### src/rtl/core/pma_pkg.sv
// ---------------------------------------------------------------------------
// pma_pkg
// Shared widths, defaults and types of the prefilled moving average core.
// ---------------------------------------------------------------------------
`default_nettype none

package pma_pkg;

  // fixed field widths of the sample and result beats
  localparam int unsigned SampleW  = 16;
  localparam int unsigned AverageW = 16;
  localparam logic [AverageW-1:0] AverageMax = '1;

  // default configuration of the core
  localparam int unsigned DepthDef      = 16;
  localparam int unsigned ShiftDef      = 4;
  localparam int unsigned SampleBitsDef = 16;

  // control that every window cell sees
  typedef struct packed {
    logic load;   // an accepted beat moves the window
    logic fill;   // prefill: every cell takes the new sample
  } pma_cell_ctrl_t;

endpackage

`default_nettype wire

### src/rtl/core/pma_cell.sv
// ---------------------------------------------------------------------------
// pma_cell
// One window entry: takes its left neighbor's sample on every accepted beat,
// or the new sample itself when the window is prefilled.
// ---------------------------------------------------------------------------
`default_nettype none

module pma_cell #(
  parameter int unsigned SAMPLE_BITS = pma_pkg::SampleBitsDef
) (
  input  wire                          clk,
  input  wire pma_pkg::pma_cell_ctrl_t ctrl,
  input  wire logic [SAMPLE_BITS-1:0]  fill_data,
  input  wire logic [SAMPLE_BITS-1:0]  prev_data,
  output logic [SAMPLE_BITS-1:0]       data_r
);
  import pma_pkg::*;

  logic [SAMPLE_BITS-1:0] data_nxt;

  // shift from the neighbor or prefill
  always_comb begin
    data_nxt = data_r;
    if (ctrl.load) begin
      data_nxt = ctrl.fill ? fill_data : prev_data;
    end
  end

  always_ff @(posedge clk) begin
    data_r <= data_nxt;
  end

endmodule

`default_nettype wire

### src/rtl/core/pma_accum.sv
// ---------------------------------------------------------------------------
// pma_accum
// Running sum and first-sample flag; forms the saturated average of a beat.
// ---------------------------------------------------------------------------
`default_nettype none

module pma_accum #(
  parameter int unsigned DEPTH       = pma_pkg::DepthDef,
  parameter int unsigned SHIFT       = pma_pkg::ShiftDef,
  parameter int unsigned SAMPLE_BITS = pma_pkg::SampleBitsDef
) (
  input  wire                                clk,
  input  wire                                rst_n,
  input  wire                                accept,
  input  wire                                restart,
  input  wire logic [SAMPLE_BITS-1:0]        sample,
  input  wire logic [SAMPLE_BITS-1:0]        oldest,
  output pma_pkg::pma_cell_ctrl_t            ctrl,
  output logic [pma_pkg::AverageW-1:0]       average
);
  import pma_pkg::*;

  localparam int unsigned SumW = SAMPLE_BITS + $clog2(DEPTH);

  logic            first_r;
  logic            first_nxt;
  logic [SumW-1:0] sum_r;
  logic [SumW-1:0] sum_nxt;
  logic [SumW-1:0] shifted;
  logic            prefill;

  assign prefill = first_r | restart;

  // window control for the cells
  assign ctrl.load = accept;
  assign ctrl.fill = prefill;

  // sum update: prefill loads sample times depth, else drop oldest, add new
  always_comb begin
    sum_nxt   = sum_r;
    first_nxt = first_r;
    if (accept) begin
      first_nxt = 1'b0;
      if (prefill) begin
        sum_nxt = SumW'(sample) * SumW'(DEPTH);
      end else begin
        sum_nxt = sum_r - SumW'(oldest) + SumW'(sample);
      end
    end
  end

  // beat result: sample itself on prefill, else saturated to the field width
  assign shifted = sum_nxt >> SHIFT;
  always_comb begin
    if (prefill) begin
      average = AverageW'(sample);
    end else if (shifted > SumW'(AverageMax)) begin
      average = AverageMax;
    end else begin
      average = AverageW'(shifted);
    end
  end

  always_ff @(posedge clk) begin
    if (!rst_n) begin
      first_r <= 1'b1;
      sum_r   <= '0;
    end else begin
      first_r <= first_nxt;
      sum_r   <= sum_nxt;
    end
  end

endmodule

`default_nettype wire

### src/rtl/core/pma_out_skid.sv
// ---------------------------------------------------------------------------
// pma_out_skid
// Output register with a skid entry, so a new beat is taken while the
// previous result waits on a stalled receiver.
// ---------------------------------------------------------------------------
`default_nettype none

module pma_out_skid #(
  parameter int unsigned W = pma_pkg::AverageW
) (
  input  wire                 clk,
  input  wire                 rst_n,
  input  wire                 push,
  input  wire logic [W-1:0]   push_data,
  output logic                full,
  output logic                out_valid,
  input  wire                 out_stall,
  output logic [W-1:0]        out_data
);
  import pma_pkg::*;

  logic         main_v_r, main_v_nxt;
  logic [W-1:0] main_d_r, main_d_nxt;
  logic         skid_v_r, skid_v_nxt;
  logic [W-1:0] skid_d_r, skid_d_nxt;
  logic         main_free;

  assign main_free = !main_v_r || !out_stall;

  // main refills from the skid first, new beats park in the skid on a stall
  always_comb begin
    main_v_nxt = main_v_r;
    main_d_nxt = main_d_r;
    skid_v_nxt = skid_v_r;
    skid_d_nxt = skid_d_r;
    if (main_free) begin
      if (skid_v_r) begin
        main_v_nxt = 1'b1;
        main_d_nxt = skid_d_r;
        skid_v_nxt = 1'b0;
      end else begin
        main_v_nxt = push;
        main_d_nxt = push_data;
      end
    end else if (push) begin
      skid_v_nxt = 1'b1;
      skid_d_nxt = push_data;
    end
  end

  always_ff @(posedge clk) begin
    if (!rst_n) begin
      main_v_r <= 1'b0;
      skid_v_r <= 1'b0;
    end else begin
      main_v_r <= main_v_nxt;
      skid_v_r <= skid_v_nxt;
    end
  end

  always_ff @(posedge clk) begin
    main_d_r <= main_d_nxt;
    skid_d_r <= skid_d_nxt;
  end

  assign full      = skid_v_r;
  assign out_valid = main_v_r;
  assign out_data  = main_d_r;

endmodule

`default_nettype wire

### src/rtl/core/prefilled_moving_average_core.sv
// Results are registered in the output buffer, or its skid entry on a stall.
// Throughput: one sample beat per cycle while the skid is empty; the window
// is a shift chain of cells; the sum takes one subtract, one add per beat.
// Reset (synchronous, active low) clears the output buffer, the sum and sets
// the first-sample flag; window cells are not cleared, since the first beat
// after reset prefills every cell.
// ---------------------------------------------------------------------------
// prefilled_moving_average_core
// Sliding-window average over the last DEPTH samples, prefilled on the first
// beat after reset or on restart.
// ---------------------------------------------------------------------------
`default_nettype none

module prefilled_moving_average_core #(
  parameter int unsigned DEPTH       = pma_pkg::DepthDef,
  parameter int unsigned SHIFT       = pma_pkg::ShiftDef,
  parameter int unsigned SAMPLE_BITS = pma_pkg::SampleBitsDef
) (
  input  wire                                clk,
  input  wire                                rst_n,
  input  wire                                in_valid,
  output logic                               in_stall,
  input  wire logic [pma_pkg::SampleW-1:0]   in_sample,
  input  wire                                in_restart,
  output logic                               out_valid,
  input  wire                                out_stall,
  output logic [pma_pkg::AverageW-1:0]       out_average
);
  import pma_pkg::*;

  logic                   accept;
  logic                   full;
  logic [SAMPLE_BITS-1:0] sample;
  logic [SAMPLE_BITS-1:0] win [DEPTH];
  logic [AverageW-1:0]    average;
  pma_cell_ctrl_t         ctrl;

  assign in_stall = full;
  assign accept   = in_valid && !full;

  // only the low SAMPLE_BITS bits of the sample count
  assign sample = SAMPLE_BITS'({16'd0, in_sample});

  // window chain: cell zero takes the new sample, the last holds the oldest
  for (genvar i = 0; i < DEPTH; i++) begin : g_cell
    if (i == 0) begin : g_head
      pma_cell #(.SAMPLE_BITS(SAMPLE_BITS)) u_cell (
        .clk       (clk),
        .ctrl      (ctrl),
        .fill_data (sample),
        .prev_data (sample),
        .data_r    (win[i])
      );
    end else begin : g_body
      pma_cell #(.SAMPLE_BITS(SAMPLE_BITS)) u_cell (
        .clk       (clk),
        .ctrl      (ctrl),
        .fill_data (sample),
        .prev_data (win[i-1]),
        .data_r    (win[i])
      );
    end
  end

  // running sum and average
  pma_accum #(
    .DEPTH       (DEPTH),
    .SHIFT       (SHIFT),
    .SAMPLE_BITS (SAMPLE_BITS)
  ) u_accum (
    .clk     (clk),
    .rst_n   (rst_n),
    .accept  (accept),
    .restart (in_restart),
    .sample  (sample),
    .oldest  (win[DEPTH-1]),
    .ctrl    (ctrl),
    .average (average)
  );

  // result buffer
  pma_out_skid #(.W(AverageW)) u_out (
    .clk       (clk),
    .rst_n     (rst_n),
    .push      (accept),
    .push_data (average),
    .full      (full),
    .out_valid (out_valid),
    .out_stall (out_stall),
    .out_data  (out_average)
  );

endmodule

`default_nettype wire

### config.mk
export PLATFORM = sky130hd
export DESIGN_NAME = prefilled_moving_average_core
export DESIGN_NICKNAME = d
export VERILOG_FILES = /design/src/rtl/core/pma_pkg.sv /design/src/rtl/core/pma_cell.sv /design/src/rtl/core/pma_accum.sv /design/src/rtl/core/pma_out_skid.sv /design/src/rtl/core/prefilled_moving_average_core.sv
export SDC_FILE = /design/constraint.sdc
export NUM_CORES = 1
export LEC_CHECK = 0
export BUFFER_PORTS_ARGS = -buffer_cell sky130_fd_sc_hd__buf_2
export CAP_MARGIN = 20
export CORE_MARGIN = 4
export CORE_UTILIZATION = 53
export CTS_CLUSTER_DIAMETER = 80
export DETAILED_ROUTE_END_ITERATION = 12
export GPL_TIMING_DRIVEN = 0
export PLACE_DENSITY_LB_ADDON = 0.2
export SLEW_MARGIN = 25
export SYNTH_ARGS = -nofsm -noshare
export SYNTH_HDL_FRONTEND = slang
export SYNTH_HIERARCHICAL = 1
export SYNTH_SLANG_ARGS = --single-unit
### constraint.sdc
create_clock -name clk -period 6.34 [get_ports clk]
set_input_delay 0.317 -clock clk [delete_from_list [all_inputs] [get_ports clk]]
set_output_delay 0.317 -clock clk [all_outputs]
set_load 0.005 [all_outputs]
-- After elaboration in Yosys (flattened, before gate mapping)
Cells that the tools add are included.
- add/subtract/negate cells: 2
- shift-type cells: 0
- $lt $le $gt $ge: 1
- multiplexer cells: 21
- bitwise gates (word level): 3
- equality and inequality tests: 0
- reductions and logical operators: 7
- multiply operators: 0
- div/mod/pow operators: 0
- operators with widths (operator ; number):
    16-bit 2-to-1 mux ; 18
    20-bit 2-to-1 mux ; 2
    20-bit by 16-bit adder with 20-bit output ; 1
    20-bit by 16-bit subtractor with 20-bit output ; 1
    16-bit greater-than comparator (second input constant) ; 1
    1-bit zero test ; 3
    1-bit NOT ; 2
    2-bit AND reduction ; 1
    2-bit OR reduction ; 1
    1-bit logical AND ; 1
    1-bit logical OR ; 1
    1-bit 2-to-1 mux ; 1
    1-bit bitwise OR ; 1
- bits in latches: 0
- memories kept: 0
- memory bits (writable): 0
- bits of input ports: 21
- bits in registers: 311
- bits in read-only memories: 0

-- Longest topological paths before layout
Gate-level depths: netlist of the first run.
- depth after elaboration: 8
- depth in mapped cells: 14

-- Cells and area by module
The synthesis of the first run kept the hierarchy.
- modules (own cells, without submodules) (module ; seq. area each (um^2) ; cells each ; area an instance (um^2) ; instances):
    pma_cell ; 480.5 ; 34 ; 729.4 ; 16
    pma_accum ; 420.4 ; 384 ; 2711.4 ; 1
    pma_out_skid ; 1001.0 ; 57 ; 1277.5 ; 1
    prefilled_moving_average_core ; 0.0 ; 1 ; 13.8 ; 1

-- Worst setup path after synthesis of the first run
No wires, ideal clock.
- path kind: input-to-reg
- from: input port in_sample[3] (netlist name)
- to: register u_out.main_d_r[12], in the netlist u_out/out_data[12], data pin
- path slack: 3267 ps
- cell stages on the path: 12
- arrival: 2813 ps
- data required time: 6080 ps
- setup time: 260 ps
- cells stage by stage: inv_1 > fa_1 > inv_1 > ha_1 > o211ai_1 > a21oi_1 > a211oi_1 > o21ai_0 > a211oi_1 > xor2_1 > o21ai_0 > mux2_4
- longest elaborated chain between the ends: 7
- RTL lines (element ; RTL line ; source):
    start, declared ; prefilled_moving_average_core.sv:23 ; input wire logic [pma_pkg::SampleW-1:0] in_sample,
    20-bit by 16-bit adder with 20-bit output ; pma_accum.sv:47 ; sum_nxt = sum_r - SumW'(oldest) + SumW'(sample);
    20-bit 2-to-1 mux (*) ; pma_accum.sv:44 ; if (prefill) begin
    20-bit 2-to-1 mux (*) ; pma_accum.sv:42 ; if (accept) begin
    16-bit greater-than comparator ; pma_accum.sv:57 ; end else if (shifted > SumW'(AverageMax)) begin
    16-bit 2-to-1 mux (*) ; pma_accum.sv:57 ;
    16-bit 2-to-1 mux (*) ; pma_accum.sv:55 ; if (prefill) begin
    via average[12] ; prefilled_moving_average_core.sv:35 ; logic [AverageW-1:0] average;
    16-bit 2-to-1 mux (*) ; pma_out_skid.sv:37 ; if (skid_v_r) begin
    end signal, assigned ; pma_out_skid.sv:62 ; main_d_r <= main_d_nxt;
    end, declared ; pma_out_skid.sv:23 ; logic [W-1:0] main_d_r, main_d_nxt;
Mark *: on every way through the listed nets, which the timed path passes. The rest lies on a longest branch.
A chain may end at the register's enable or synchronous reset.

-- Worst setup path in the final report of the first run
- from: register g_cell[15].g_body.u_cell.data_r[5]
- to: register u_out.main_d_r[12], in the netlist u_out/out_data[12], data pin
- longest elaborated chain between the ends: 8
- RTL lines (element ; RTL line ; source):
    start, declared ; pma_cell.sv:15 ; output logic [SAMPLE_BITS-1:0] data_r
    start signal, assigned ; pma_cell.sv:30 ; data_r <= data_nxt;
    20-bit by 16-bit subtractor with 20-bit output (*) ; pma_accum.sv:47 ;
    20-bit by 16-bit adder with 20-bit output (*) ; pma_accum.sv:47 ;
    20-bit 2-to-1 mux (*) ; pma_accum.sv:44 ;
    20-bit 2-to-1 mux (*) ; pma_accum.sv:42 ;
    16-bit greater-than comparator ; pma_accum.sv:57 ;
    16-bit 2-to-1 mux (*) ; pma_accum.sv:57 ;
    16-bit 2-to-1 mux (*) ; pma_accum.sv:55 ;
    via average[12] ; prefilled_moving_average_core.sv:35 ;
    16-bit 2-to-1 mux (*) ; pma_out_skid.sv:37 ;
Marks and branches as above.

==> summary.md, run 1 <==
| Metric | Value |
|---|---|
| Worst R2R Start | `g_cell[15].g_body.u_cell/data_r[5]` |
| Routed length per instance | `18.3 microns` |
| Core box area | `28900 sq um` |
| Count of pins over their slew limit | `0` |
| Unrepaired setup endpoints after global routing | `no` |
| Crit path time final | `3.69 ns` |
| Final-report setup violation count | `0` |
| Worst setup margin | `2.65 ns` |
| Average cell area after synthesis | `15.9 sq um` |
| Dpl cells | `1410` |
| 1st-pass router iterations | `5` |
| Buffer levels on the longest clock path | `3` |
| Number of top-level design ports | `39` |
| Critical R2R Capture | `u_out/out_data[12]` |
| Commonest register cell after synthesis | `sky130_fd_sc_hd__edfxtp_1` |
| Number of synthesized register bits | `311` |
| FP Rows | `62` |
| EDFF count, synth | `288` |
| Number of buffers inserted during clock tree synthesis | `35` |
| Leakage power total | `0.00703 uW` |
| Wire length of the first global-routing pass | `44.2 mm` |
| Number of antenna violations at the first check in global routing | `0` |
| Average vias per placed instance | `5.42` |
| Syn nets | `1043` |
| Worst-path clk slew | `0.06 ns` |
| Total routing usage reported by global routing | `16.6%` |
| Class of the worst hold path | `in2reg` |
| Worst stage delay on the critical path | `0.53 ns` |
| Ranking of synthesized cells by instance count | `sky130_fd_sc_hd__edfxtp_1, sky130_fd_sc_hd__mux2_4, sky130_fd_sc_hd__mux2_2` |
| Ant. Diodes | `0` |
| Reg-to-reg slack, setup | `2.65 ns` |
| Worst setup slack after placement | `2.23 ns` |
| Outcome | `finished, final reports clean` |
| RD Place Congestion | `0.857` |
| Count of port buffers added during placement | `38` |
| Vias post-DR | `7981` |
| Total power draw | `5120 uW` |
| Post-synthesis cell type with the largest combined area | `sky130_fd_sc_hd__edfxtp_1` |
| Total Die Area | `32400 sq um` |
| Startpoint class of the critical path | `flop` |
| Crit-path max FO | `6` |
| Source of the critical timing path | `g_cell[15].g_body.u_cell/data_r[5]` |
| Final wirelength | `26.9 mm` |
| Top area cells in the synthesized netlist | `sky130_fd_sc_hd__edfxtp_1, sky130_fd_sc_hd__mux2_4, sky130_fd_sc_hd__mux2_2` |
| Post-CTS setup-driven buffer insertion count | `0` |
| Share of synthesized registers carrying an async set or reset | `0%` |
| Worst setup path endpoint | `u_out/out_data[12]` |
| Remaining max-slew budget at the tightest pin | `47.4%` |
| HPWL after detailed placement | `18.0 mm` |
| Post-cts resize count | `0` |
| Number of design rule violations left after detail routing | `0` |
| CP Cell Sequence | `fa_1 -> inv_1 -> ha_1 -> o211ai_1 -> a21oi_1 -> a211oi_1 -> o21ai_0 -> a211oi_1 -> xor2_1 -> o21ai_0 -> mux2_4` |
| CP arrival | `3.95 ns` |
| DR iter-0 viols | `603` |
| Count of endpoints failing hold in the final timing report | `0` |
| Max-cap violations | `0` |
| Most numerous cell in the Yosys netlist | `sky130_fd_sc_hd__edfxtp_1` |
| Clock tree from TritonCTS | `built` |
| Number of global-route vias before repair | `8100` |
| Hold_buf cts | `0` |
| Final Skew | `0.0171 ns` |
| Sum of negative setup slack | `0 ns` |
| Highest attainable clock frequency | `271 MHz` |
| Post-route antenna net violation count | `0` |
| Worst-margin pin slew | `0.789 ns` |
| Yosys top cell area share | `55.2%` |
| Part of the cycle the worst path needs | `58.2%` |
| Die Width | `180 microns` |
| Growth of design area from synthesis to finish | `11.4%` |
| Gate count after technology mapping | `986` |
| Fin area | `17500 sq um` |
| Worst EP required | `6.60 ns` |
| Max rail drop VDD | `0.218 mV` |
| Placed Area | `16400 sq um` |
| Initial Utilization | `54.2%` |
| Fin nets | `1120` |
| Leftover overflow at the end of global routing | `0` |
| Seq/Total Area, Yosys | `58.1%` |
| Layout cell share with drive strength beyond 1 | `37.6%` |
| Root buffer cell | `sky130_fd_sc_hd__clkbuf_16` |
| Depth of the CTS H-tree | `2` |
| Number of warnings reported in the yosys synthesis log | `6` |
| Power density of the placed cells | `294 nW/um^2` |
| Standard cell with the maximum stage delay on the critical path | `sky130_fd_sc_hd__fa_1` |
| Largest net degree at the start of global routing | `96` |
| Total standard cell area after synthesis | `15700 sq um` |
| Worst reg-to-reg path cell count | `11` |
| Number of standard cells in the layout, taps in and fillers out | `1473` |
| Later-pin clock latency in the skew report | `0.51 ns` |
| Endpoint kind of the worst setup timing path | `flop` |
| Worst setup path class | `reg2reg` |
| Distinct cell type count after synthesis | `54` |
| # clock sinks | `311` |
| Height of the chip | `180 microns` |
[per-stage QoR]
step                utilization [%]  hold slack [ns]
finish                         60.3            0.143
global placement               56.5            0.439
CTS                            60.3            0.127
global route                   60.3            0.142
floorplan                         -            0.431
detailed placement             56.7            0.459
[worst min path at each step]
stage,from,endpoint,cells past startpoint
after detailed placement,u_accum/first_r,u_accum/first_r,1
after global routing,rst_n,u_out/out_valid,2
after floorplan,u_accum/first_r,u_accum/first_r,1
final,rst_n,u_out/out_valid,2
after global placement,u_accum/first_r,u_accum/first_r,1
after CTS,rst_n,u_out/out_valid,2
[logic make-up after synthesis]
logic type	Yosys count	share of synthesized area [%]
XOR/XNOR	15	0.838
buffers and inverters	129	5.76
adder cells (fa/ha/maj)	36	3.64
AND/OR/NAND/NOR	105	3.14
AO/OA/AOI/OAI	110	4.41
flip-flops	311	58.1
multiplexers	280	24.1
[worst max-delay path: cells and delay by family, from the launching register on]
| family | cells | cell delay (ns) |
|---|---|---|
| AOI/OAI and AO/OA | 6 | 1.47 |
| adders and majority gates | 2 | 0.93 |
| DFF | 1 | 0.44 |
| muxes | 1 | 0.31 |
| xor gates and xnor gates | 1 | 0.26 |
| buffers and inverters | 1 | 0.04 |
[layout make-up]
cell class              instances  area, sq um
clock buffers                  47          952
well taps                     384          480
inverters                      74          278
plain buffers                  55          633
repair buffers                 40          245
multi-input cells             546         5660
fillers                      2267        11500
clock inverters                16         93.8
flip-flops and latches        311         9110
[layout by cell type, fill, tap and decap left out, types with 3 or more instances in the layout]
master	synthesis	layout
sky130_fd_sc_hd__buf_2	6	44
sky130_fd_sc_hd__clkinv_2	0	6
sky130_fd_sc_hd__o221ai_1	3	3
sky130_fd_sc_hd__mux2i_1	8	8
sky130_fd_sc_hd__nand2b_1	3	3
sky130_fd_sc_hd__inv_1	73	73
sky130_fd_sc_hd__nand3_1	13	13
sky130_fd_sc_hd__nand2_1	35	35
sky130_fd_sc_hd__mux2_4	169	169
sky130_fd_sc_hd__a211oi_1	5	5
sky130_fd_sc_hd__a21oi_1	32	32
sky130_fd_sc_hd__xor2_1	9	9
sky130_fd_sc_hd__nand4_1	6	6
sky130_fd_sc_hd__o211ai_1	3	3
sky130_fd_sc_hd__buf_6	17	17
sky130_fd_sc_hd__dfxtp_1	23	23
sky130_fd_sc_hd__nor3_1	9	9
sky130_fd_sc_hd__o21a_1	3	3
sky130_fd_sc_hd__a31oi_1	9	9
sky130_fd_sc_hd__buf_12	17	17
sky130_fd_sc_hd__nor2_1	25	25
sky130_fd_sc_hd__a311oi_1	3	3
sky130_fd_sc_hd__clkinv_1	1	7
sky130_fd_sc_hd__xnor2_1	6	6
sky130_fd_sc_hd__mux2_2	103	103
sky130_fd_sc_hd__edfxtp_1	288	288
sky130_fd_sc_hd__clkbuf_16	0	36
sky130_fd_sc_hd__clkbuf_1	11	21
sky130_fd_sc_hd__a21o_1	5	5
sky130_fd_sc_hd__o21ai_0	33	33
sky130_fd_sc_hd__ha_1	20	20
sky130_fd_sc_hd__fa_1	16	16
[routing by layer]
layer | up-vias | share of wire (%) | global-route usage, %
met5 | - | 0 | 0
met4 | 0 | 3.9 | 6.67
met3 | 62 | 3.8 | 3.03
met2 | 144 | 50 | 28.6
met1 | 3933 | 42 | 20.8
li1 | 3842 | - | -
[state kept, by name, indices dropped and copies added (netlist names)]
| register | cells |
|---|---|
| g_cell.g_body.u_cell/data_r | 240 |
| g_cell.g_head.u_cell/data_r | 16 |
| u_accum/first_r | 1 |
| u_accum/sum_r | 20 |
| u_out/full | 1 |
| u_out/out_data | 16 |
| u_out/out_valid | 1 |
| u_out/skid_d_r | 16 |
[where the power goes]
group | internal, uW | switching (uW)
combinational | 377 | 434
clock | 1060 | 780
sequential | 2430 | 43.4
total | 3870 | 1260
(Power assumes the default switching activity.)
==> inputs of run 2 (changes only) <==
Clock period 6.34 ns to 3.7 ns, I/O delays scaled along.
==> run 2 against run 1 <==
Critical path depth did not move. Combinational power rose by 73%. Clock-buffer cell count is the same. Largest power group unchanged.
==> summary.md, run 2 (synthesized netlist as in run 1, its figures left out) <==
| Metric | Value |
|---|---|
| Layout filler cell count | `2266` |
| Leftover overflow at the end of global routing | `0` |
| Hold Crit Start | `in_sample[2]` |
| Number of buffers inserted during clock tree synthesis | `35` |
| Critical R2R Capture | `u_out/out_data[11]` |
| Fin nets | `1121` |
| HPWL after detailed placement | `18.0 mm` |
| DR iter-0 viols | `551` |
| Vias post-DR | `7991` |
| Clock tree from TritonCTS | `built` |
| Growth of design area from synthesis to finish | `11.4%` |
| Number of top-level design ports | `39` |
| Leading registers by flop count | `g_cell.g_body.u_cell/data_r x240, u_accum/sum_r x20` |
| Max FFs per register | `240` |
| Worst-path clk slew | `0.06 ns` |
| Worst R2R Start | `g_cell[15].g_body.u_cell/data_r[1]` |
| Reg-to-reg slack, setup | `0.18 ns` |
| Wire length of the first global-routing pass | `44.2 mm` |
| Number of antenna violations at the first check in global routing | `0` |
| Largest net degree at the start of global routing | `96` |
| Count of pins over their slew limit | `0` |
| CP arrival | `3.90 ns` |
| Number of global-route vias before repair | `8106` |
| Worst-margin pin slew | `0.788 ns` |
| Root buffer cell | `sky130_fd_sc_hd__clkbuf_16` |
| Top reg by flops | `g_cell.g_body.u_cell/data_r` |
| Initial Utilization | `54.2%` |
| Class of the worst hold path | `in2reg` |
| Post-route antenna net violation count | `0` |
| Height of the chip | `180 microns` |
| Leakage power total | `0.00704 uW` |
| Endpoint kind of the worst setup timing path | `flop` |
| Average vias per placed instance | `5.42` |
| Number of design rule violations left after detail routing | `0` |
| # clock sinks | `311` |
| Crit path time final | `3.52 ns` |
| Final Hold Slack | `0.121 ns` |
| Worst reg-to-reg path cell count | `11` |
| Max-cap violations | `0` |
| FP Rows | `62` |
| Hold Crit Depth | `3` |
| Highest attainable clock frequency | `284 MHz` |
| Layout cell share with drive strength beyond 1 | `37.6%` |
| Count of endpoints failing hold in the final timing report | `0` |
| Later-pin clock latency in the skew report | `0.51 ns` |
| Placed Area | `16400 sq um` |
| Total routing usage reported by global routing | `16.6%` |
| Crit-path max FO | `4` |
| End point of the most critical hold path | `u_accum/sum_r[6]` |
| Core box area | `28900 sq um` |
| Power density of the placed cells | `503 nW/um^2` |
| Final wirelength | `26.8 mm` |
| Commonest non-fill, non-tap cell in the layout | `sky130_fd_sc_hd__edfxtp_1` |
| Count of port buffers added during placement | `38` |
| Final-report setup violation count | `0` |
| Routed length per instance | `18.2 microns` |
| Part of the cycle the worst path needs | `95.1%` |
| Commonest non-fill, non-tap cells in the layout | `sky130_fd_sc_hd__edfxtp_1, sky130_fd_sc_hd__mux2_4, sky130_fd_sc_hd__mux2_2, sky130_fd_sc_hd__inv_1, sky130_fd_sc_hd__buf_2` |
| Remaining max-slew budget at the tightest pin | `47.5%` |
| Max rail drop VDD | `0.373 mV` |
| RD Place Congestion | `0.857` |
| Ant. Diodes | `0` |
| Worst setup path class | `reg2reg` |
| Startpoint class of the critical path | `flop` |
| Worst EP required | `4.08 ns` |
| Final Skew | `0.0197 ns` |
| Die Width | `180 microns` |
| Outcome | `finished, final reports clean` |
| Fin area | `17500 sq um` |
| Unrepaired setup endpoints after global routing | `no` |
| Total Die Area | `32400 sq um` |
| Buffer levels on the longest clock path | `3` |
| Depth of the CTS H-tree | `2` |
| 1st-pass router iterations | `5` |
[run 2: cell type report]
type,count,area [sq um],area share (%)
clock inverters,16,93.8,0.537
flip-flops and latches,311,9110,52.1
repair buffers,41,255,1.46
clock buffers,47,952,5.45
plain buffers,55,633,3.62
multi-input cells,546,5670,32.4
well taps,384,480,2.75
inverters,74,278,1.59
[run 2: worst max path at each step]
stage	cells after the start	startpoint	to	slack, ns
6_report	11	g_cell[15].g_body.u_cell/data_r[1]	u_out/out_data[11]	0.18
5_1_grt	10	g_cell[15].g_body.u_cell/data_r[1]	u_out/out_data[6]	0.01
4_1_cts	11	g_cell[15].g_body.u_cell/data_r[5]	u_out/out_data[12]	0.14
3_5_place_dp	13	in_sample[3]	u_out/out_data[12]	-0.28
3_3_place_gp	13	in_sample[3]	u_out/out_data[4]	-0.28
2_1_floorplan	11	g_cell[15].g_body.u_cell/data_r[3]	u_out/out_data[12]	0.64
[run 2: timing repair]
item	CTS	global route
setup buffers	0	0
hold buffers	1	0
gates resized for setup	2	1
hold endpoints to repair	1	0
endpoints found under the setup margin	2	1
[run 2: per-layer routing]
layer	vias up	routed length, microns	part of all wire (%)	GRT usage [%]
met2	161	13400	50	28.6
met4	0	1050	3.9	6.67
met3	61	1080	4.0	3.05
met5	-	0	0	0
li1	3840	-	-	-
met1	3929	11300	42	20.9
[run 2: critical path, cell delays in order (launching register included)]
cell	delay (ns)
sky130_fd_sc_hd__edfxtp_1	0.39
sky130_fd_sc_hd__fa_1	0.57
sky130_fd_sc_hd__inv_1	0.06
sky130_fd_sc_hd__ha_1	0.28
sky130_fd_sc_hd__a21oi_1	0.29
sky130_fd_sc_hd__o211ai_2	0.22
sky130_fd_sc_hd__a41oi_2	0.37
sky130_fd_sc_hd__o21ai_0	0.16
sky130_fd_sc_hd__xor2_1	0.32
sky130_fd_sc_hd__mux2i_1	0.12
sky130_fd_sc_hd__o21ai_0	0.39
sky130_fd_sc_hd__mux2_4	0.23
[run 2: where the power goes]
group	leakage (uW)	switching, uW	internal (uW)	total (uW)
logic	0.00353	747	649	1400
registers	0.00300	74.2	4160	4240
clock network	0.000512	1330	1820	3150
[run 2: through the flow]
step	utilization [%]	power (uW)	instances	TNS, ns	setup WS (ns)
after global placement	56.5	5670	1408	-0.836	-0.283
after global routing	60.4	9220	1474	0	0.0137
after detailed placement	56.7	5700	1410	-0.849	-0.282
after CTS	60.4	8910	1474	0	0.136
final	60.4	8780	1474	0	0.183
after floorplan	-	5340	986	0	0.638
==> inputs of run 3 (changes only) <==
Settings changed: CELL_PAD_IN_SITES_DETAIL_PLACEMENT from default to 0, CELL_PAD_IN_SITES_GLOBAL_PLACEMENT from default to 1, CORE_UTILIZATION 53 to 52, SYNTH_HIERARCHICAL 1 to default.
==> run 3 against run 2 <==
Critical path depth rose by 3. Combinational power shrank 14%. Register-to-register slack gained 0.07 ns. Critical path type is now in2reg.
==> summary.md, run 3 <==
| Metric | Value |
|---|---|
| Commonest register cell after synthesis | `sky130_fd_sc_hd__edfxtp_1` |
| Clock tree from TritonCTS | `built` |
| Total standard cell area after synthesis | `13800 sq um` |
| Most numerous cell in the Yosys netlist | `sky130_fd_sc_hd__edfxtp_1` |
| Worst setup slack after placement | `0.222 ns` |
| Total routing usage reported by global routing | `21.6%` |
| Top reg by flops | `g_cell.g_body.u_cell.data_r` |
| Leading registers by flop count | `g_cell.g_body.u_cell.data_r x240, u_accum.sum_r x20` |
| Highest attainable clock frequency | `285 MHz` |
| Share of synthesized registers carrying an async set or reset | `0%` |
| Worst-margin pin slew | `1.04 ns` |
| Routed length per instance | `20.6 microns` |
| Final Skew | `0.0135 ns` |
| Count of port buffers added during placement | `38` |
| Number of warnings reported in the yosys synthesis log | `0` |
| Growth of design area from synthesis to finish | `13.6%` |
| HPWL after detailed placement | `21.0 mm` |
| Worst setup path class | `in2reg` |
| Final Hold Slack | `0.0971 ns` |
| Average cell area after synthesis | `13.0 sq um` |
| Power density of the placed cells | `548 nW/um^2` |
| Count of pins over their slew limit | `0` |
| Yosys top cell area share | `62.5%` |
| Crit path time final | `3.51 ns` |
| Layout cell share with drive strength beyond 1 | `9.26%` |
| Post-route antenna net violation count | `0` |
| Buffer levels on the longest clock path | `3` |
| Commonest non-fill, non-tap cell in the layout | `sky130_fd_sc_hd__edfxtp_1` |
| Wire length of the first global-routing pass | `48.4 mm` |
| Startpoint class of the critical path | `input pin` |
| Outcome | `finished, final reports clean` |
| Worst EP required | `4.00 ns` |
| Max-cap violations | `0` |
| Number of antenna violations at the first check in global routing | `0` |
| Leftover overflow at the end of global routing | `0` |
| Final-report setup violation count | `0` |
| Remaining max-slew budget at the tightest pin | `30.3%` |
| Ant. Diodes | `0` |
| Depth of the CTS H-tree | `2` |
| Number of design rule violations left after detail routing | `0` |
| Standard cell with the maximum stage delay on the critical path | `sky130_fd_sc_hd__fa_1` |
| Post-synthesis cell type with the largest combined area | `sky130_fd_sc_hd__edfxtp_1` |
| Area of combinational cells with multiple inputs | `4160 sq um` |
| Number of global-route vias before repair | `8565` |
| Number of buffers inserted during clock tree synthesis | `34` |
| DR iter-0 viols | `716` |
| Height of the chip | `171 microns` |
| CP Cell Sequence | `dlygate4sd3_1 -> buf_2 -> inv_1 -> fa_1 -> inv_1 -> ha_1 -> buf_6 -> a21o_1 -> a21oi_1 -> a21oi_1 -> o21ai_1 -> a21boi_0 -> o32a_1 -> o21ai_0` |
| Largest net degree at the start of global routing | `101` |
| Initial Utilization | `52.9%` |
| Sum of negative setup slack | `0 ns` |
| Worst-path clk slew | `0.06 ns` |
| Distinct cell type count after synthesis | `64` |
| Later-pin clock latency in the skew report | `0.50 ns` |
| Max rail drop VDD | `0.365 mV` |
| Root buffer cell | `sky130_fd_sc_hd__clkbuf_16` |
| # clock sinks | `311` |
| Vias post-DR | `8648` |
| Part of the cycle the worst path needs | `94.9%` |
| Count of endpoints failing hold in the final timing report | `0` |
| Top area cells in the synthesized netlist | `sky130_fd_sc_hd__edfxtp_1, sky130_fd_sc_hd__a21o_1, sky130_fd_sc_hd__dfxtp_1` |
| Final wirelength | `31.2 mm` |
| Crit-path max FO | `7` |
| Average vias per placed instance | `5.72` |
| Endpoint kind of the worst setup timing path | `flop` |
| Die Width | `171 microns` |
| Number of synthesized register bits | `311` |
| EDFF count, synth | `288` |
| Seq/Total Area, Yosys | `65.9%` |
| Class of the worst hold path | `in2reg` |
| Syn nets | `1121` |
| Layout filler cell count | `2116` |
| RD Place Congestion | `0.874` |
| Worst setup margin | `0.189 ns` |
| FP Rows | `59` |
| Worst stage delay on the critical path | `0.56 ns` |
| Unrepaired setup endpoints after global routing | `no` |
| CP arrival | `3.81 ns` |
| Gate count after technology mapping | `1064` |
| Commonest non-fill, non-tap cells in the layout | `sky130_fd_sc_hd__edfxtp_1, sky130_fd_sc_hd__a21o_1, sky130_fd_sc_hd__nand2_1, sky130_fd_sc_hd__inv_1, sky130_fd_sc_hd__clkbuf_1` |
| Number of top-level design ports | `39` |
| 1st-pass router iterations | `7` |
| Leakage power total | `0.00685 uW` |
| Max FFs per register | `240` |
| Total power draw | `8610 uW` |
| Total Die Area | `29300 sq um` |
| Core box area | `26100 sq um` |
| Ranking of synthesized cells by instance count | `sky130_fd_sc_hd__edfxtp_1, sky130_fd_sc_hd__a21o_1, sky130_fd_sc_hd__nand2_1` |
| Area taken by flip-flops and latches | `9110 sq um` |
| Fin nets | `1215` |
| Post-CTS setup-driven buffer insertion count | `0` |
## run 3: changes by cell type after synthesis, sizes merged, moves of 6 or more
cell    before  now
a21o         5  219
a21oi       32   50
buf         44    5
clkbuf      11   60
mux2       272    5
mux2i        8    2
nand2       35   99
nor2        26   47
## run 3: worst max-delay path: cells and delay by family
kind                       cells  cell delay, ns
adders and majority gates      2            0.85
buffers and inverters          5            0.95
AOI/OAI and AO/OA              7            1.82
## run 3: kinds of logic after synthesis
group                      count (synthesis)  share of synthesized area, %
and+or+nand+nor                          192                          6.09
muxes                                      7                         0.552
xor gates and xnor gates                  12                         0.760
buffers and inverters                    139                          4.14
DFF                                      311                          65.9
AOI/OAI and AO/OA                        367                          18.5
adders and majority gates                 36                          4.13
## run 3: layout make-up
| class | instances | area share, % |
|---|---|---|
| Multi-Input combinational cell | 614 | 26.5 |
| Timing Repair Buffer | 58 | 2.74 |
| Buffer | 65 | 1.95 |
| Inverter | 74 | 1.77 |
| Clock inverter | 9 | 0.645 |
| Sequential cell | 311 | 58.0 |
| Clock buffer | 46 | 5.77 |
| Tap cell | 335 | 2.67 |
## run 3: power by group
group          internal (uW)  switching, uW  leakage [uW]
sequential              4170           86.4       0.00302
clock                   1850           1300      0.000488
combinational            471            740       0.00334
total                   6490           2120       0.00685
## run 3: final timing paths
path | startpoint | to | slack (ns) | depth (start not counted)
setup / recovery | in_sample[4] | u_out.out_data[10] | 0.19 | 14
hold / removal | in_valid | u_out.full | 0.1 | 3
setup reg to reg | g_cell[15].g_body.u_cell.data_r[4] | u_out.out_data[10] | 0.25 | 11
hold reg to reg | u_accum.first_r | u_accum.first_r | 0.45 | 2
## run 3: stage by stage
stage | instances | util [%] | cell area [sq um]
floorplan | 1064 | - | 13800
global placement | 1437 | 55.3 | 14400
detailed placement | 1440 | 55.6 | 14500
CTS | 1512 | 60.1 | 15700
global route | 1512 | 60.1 | 15700
finish | 1512 | 60.1 | 15700
## run 3: layer usage
layer  global-route usage (%)  vias to the layer above  part of all wire, %
li1                         -                     4068                    -
met1                     32.0                     4304                   47
met2                     33.4                      236                   45
met3                     3.86                       40                  6.1
met4                     5.61                        0                  2.1
met5                        0                        -                    0
## run 3: timing repair
| action | 4_1_cts | 5_1_grt |
|---|---|---|
| hold endpoints to repair | 17 | 0 |
| hold buffers | 17 | 0 |
| endpoints found under the setup margin | 0 | 1 |
| resized for setup | 0 | 1 |
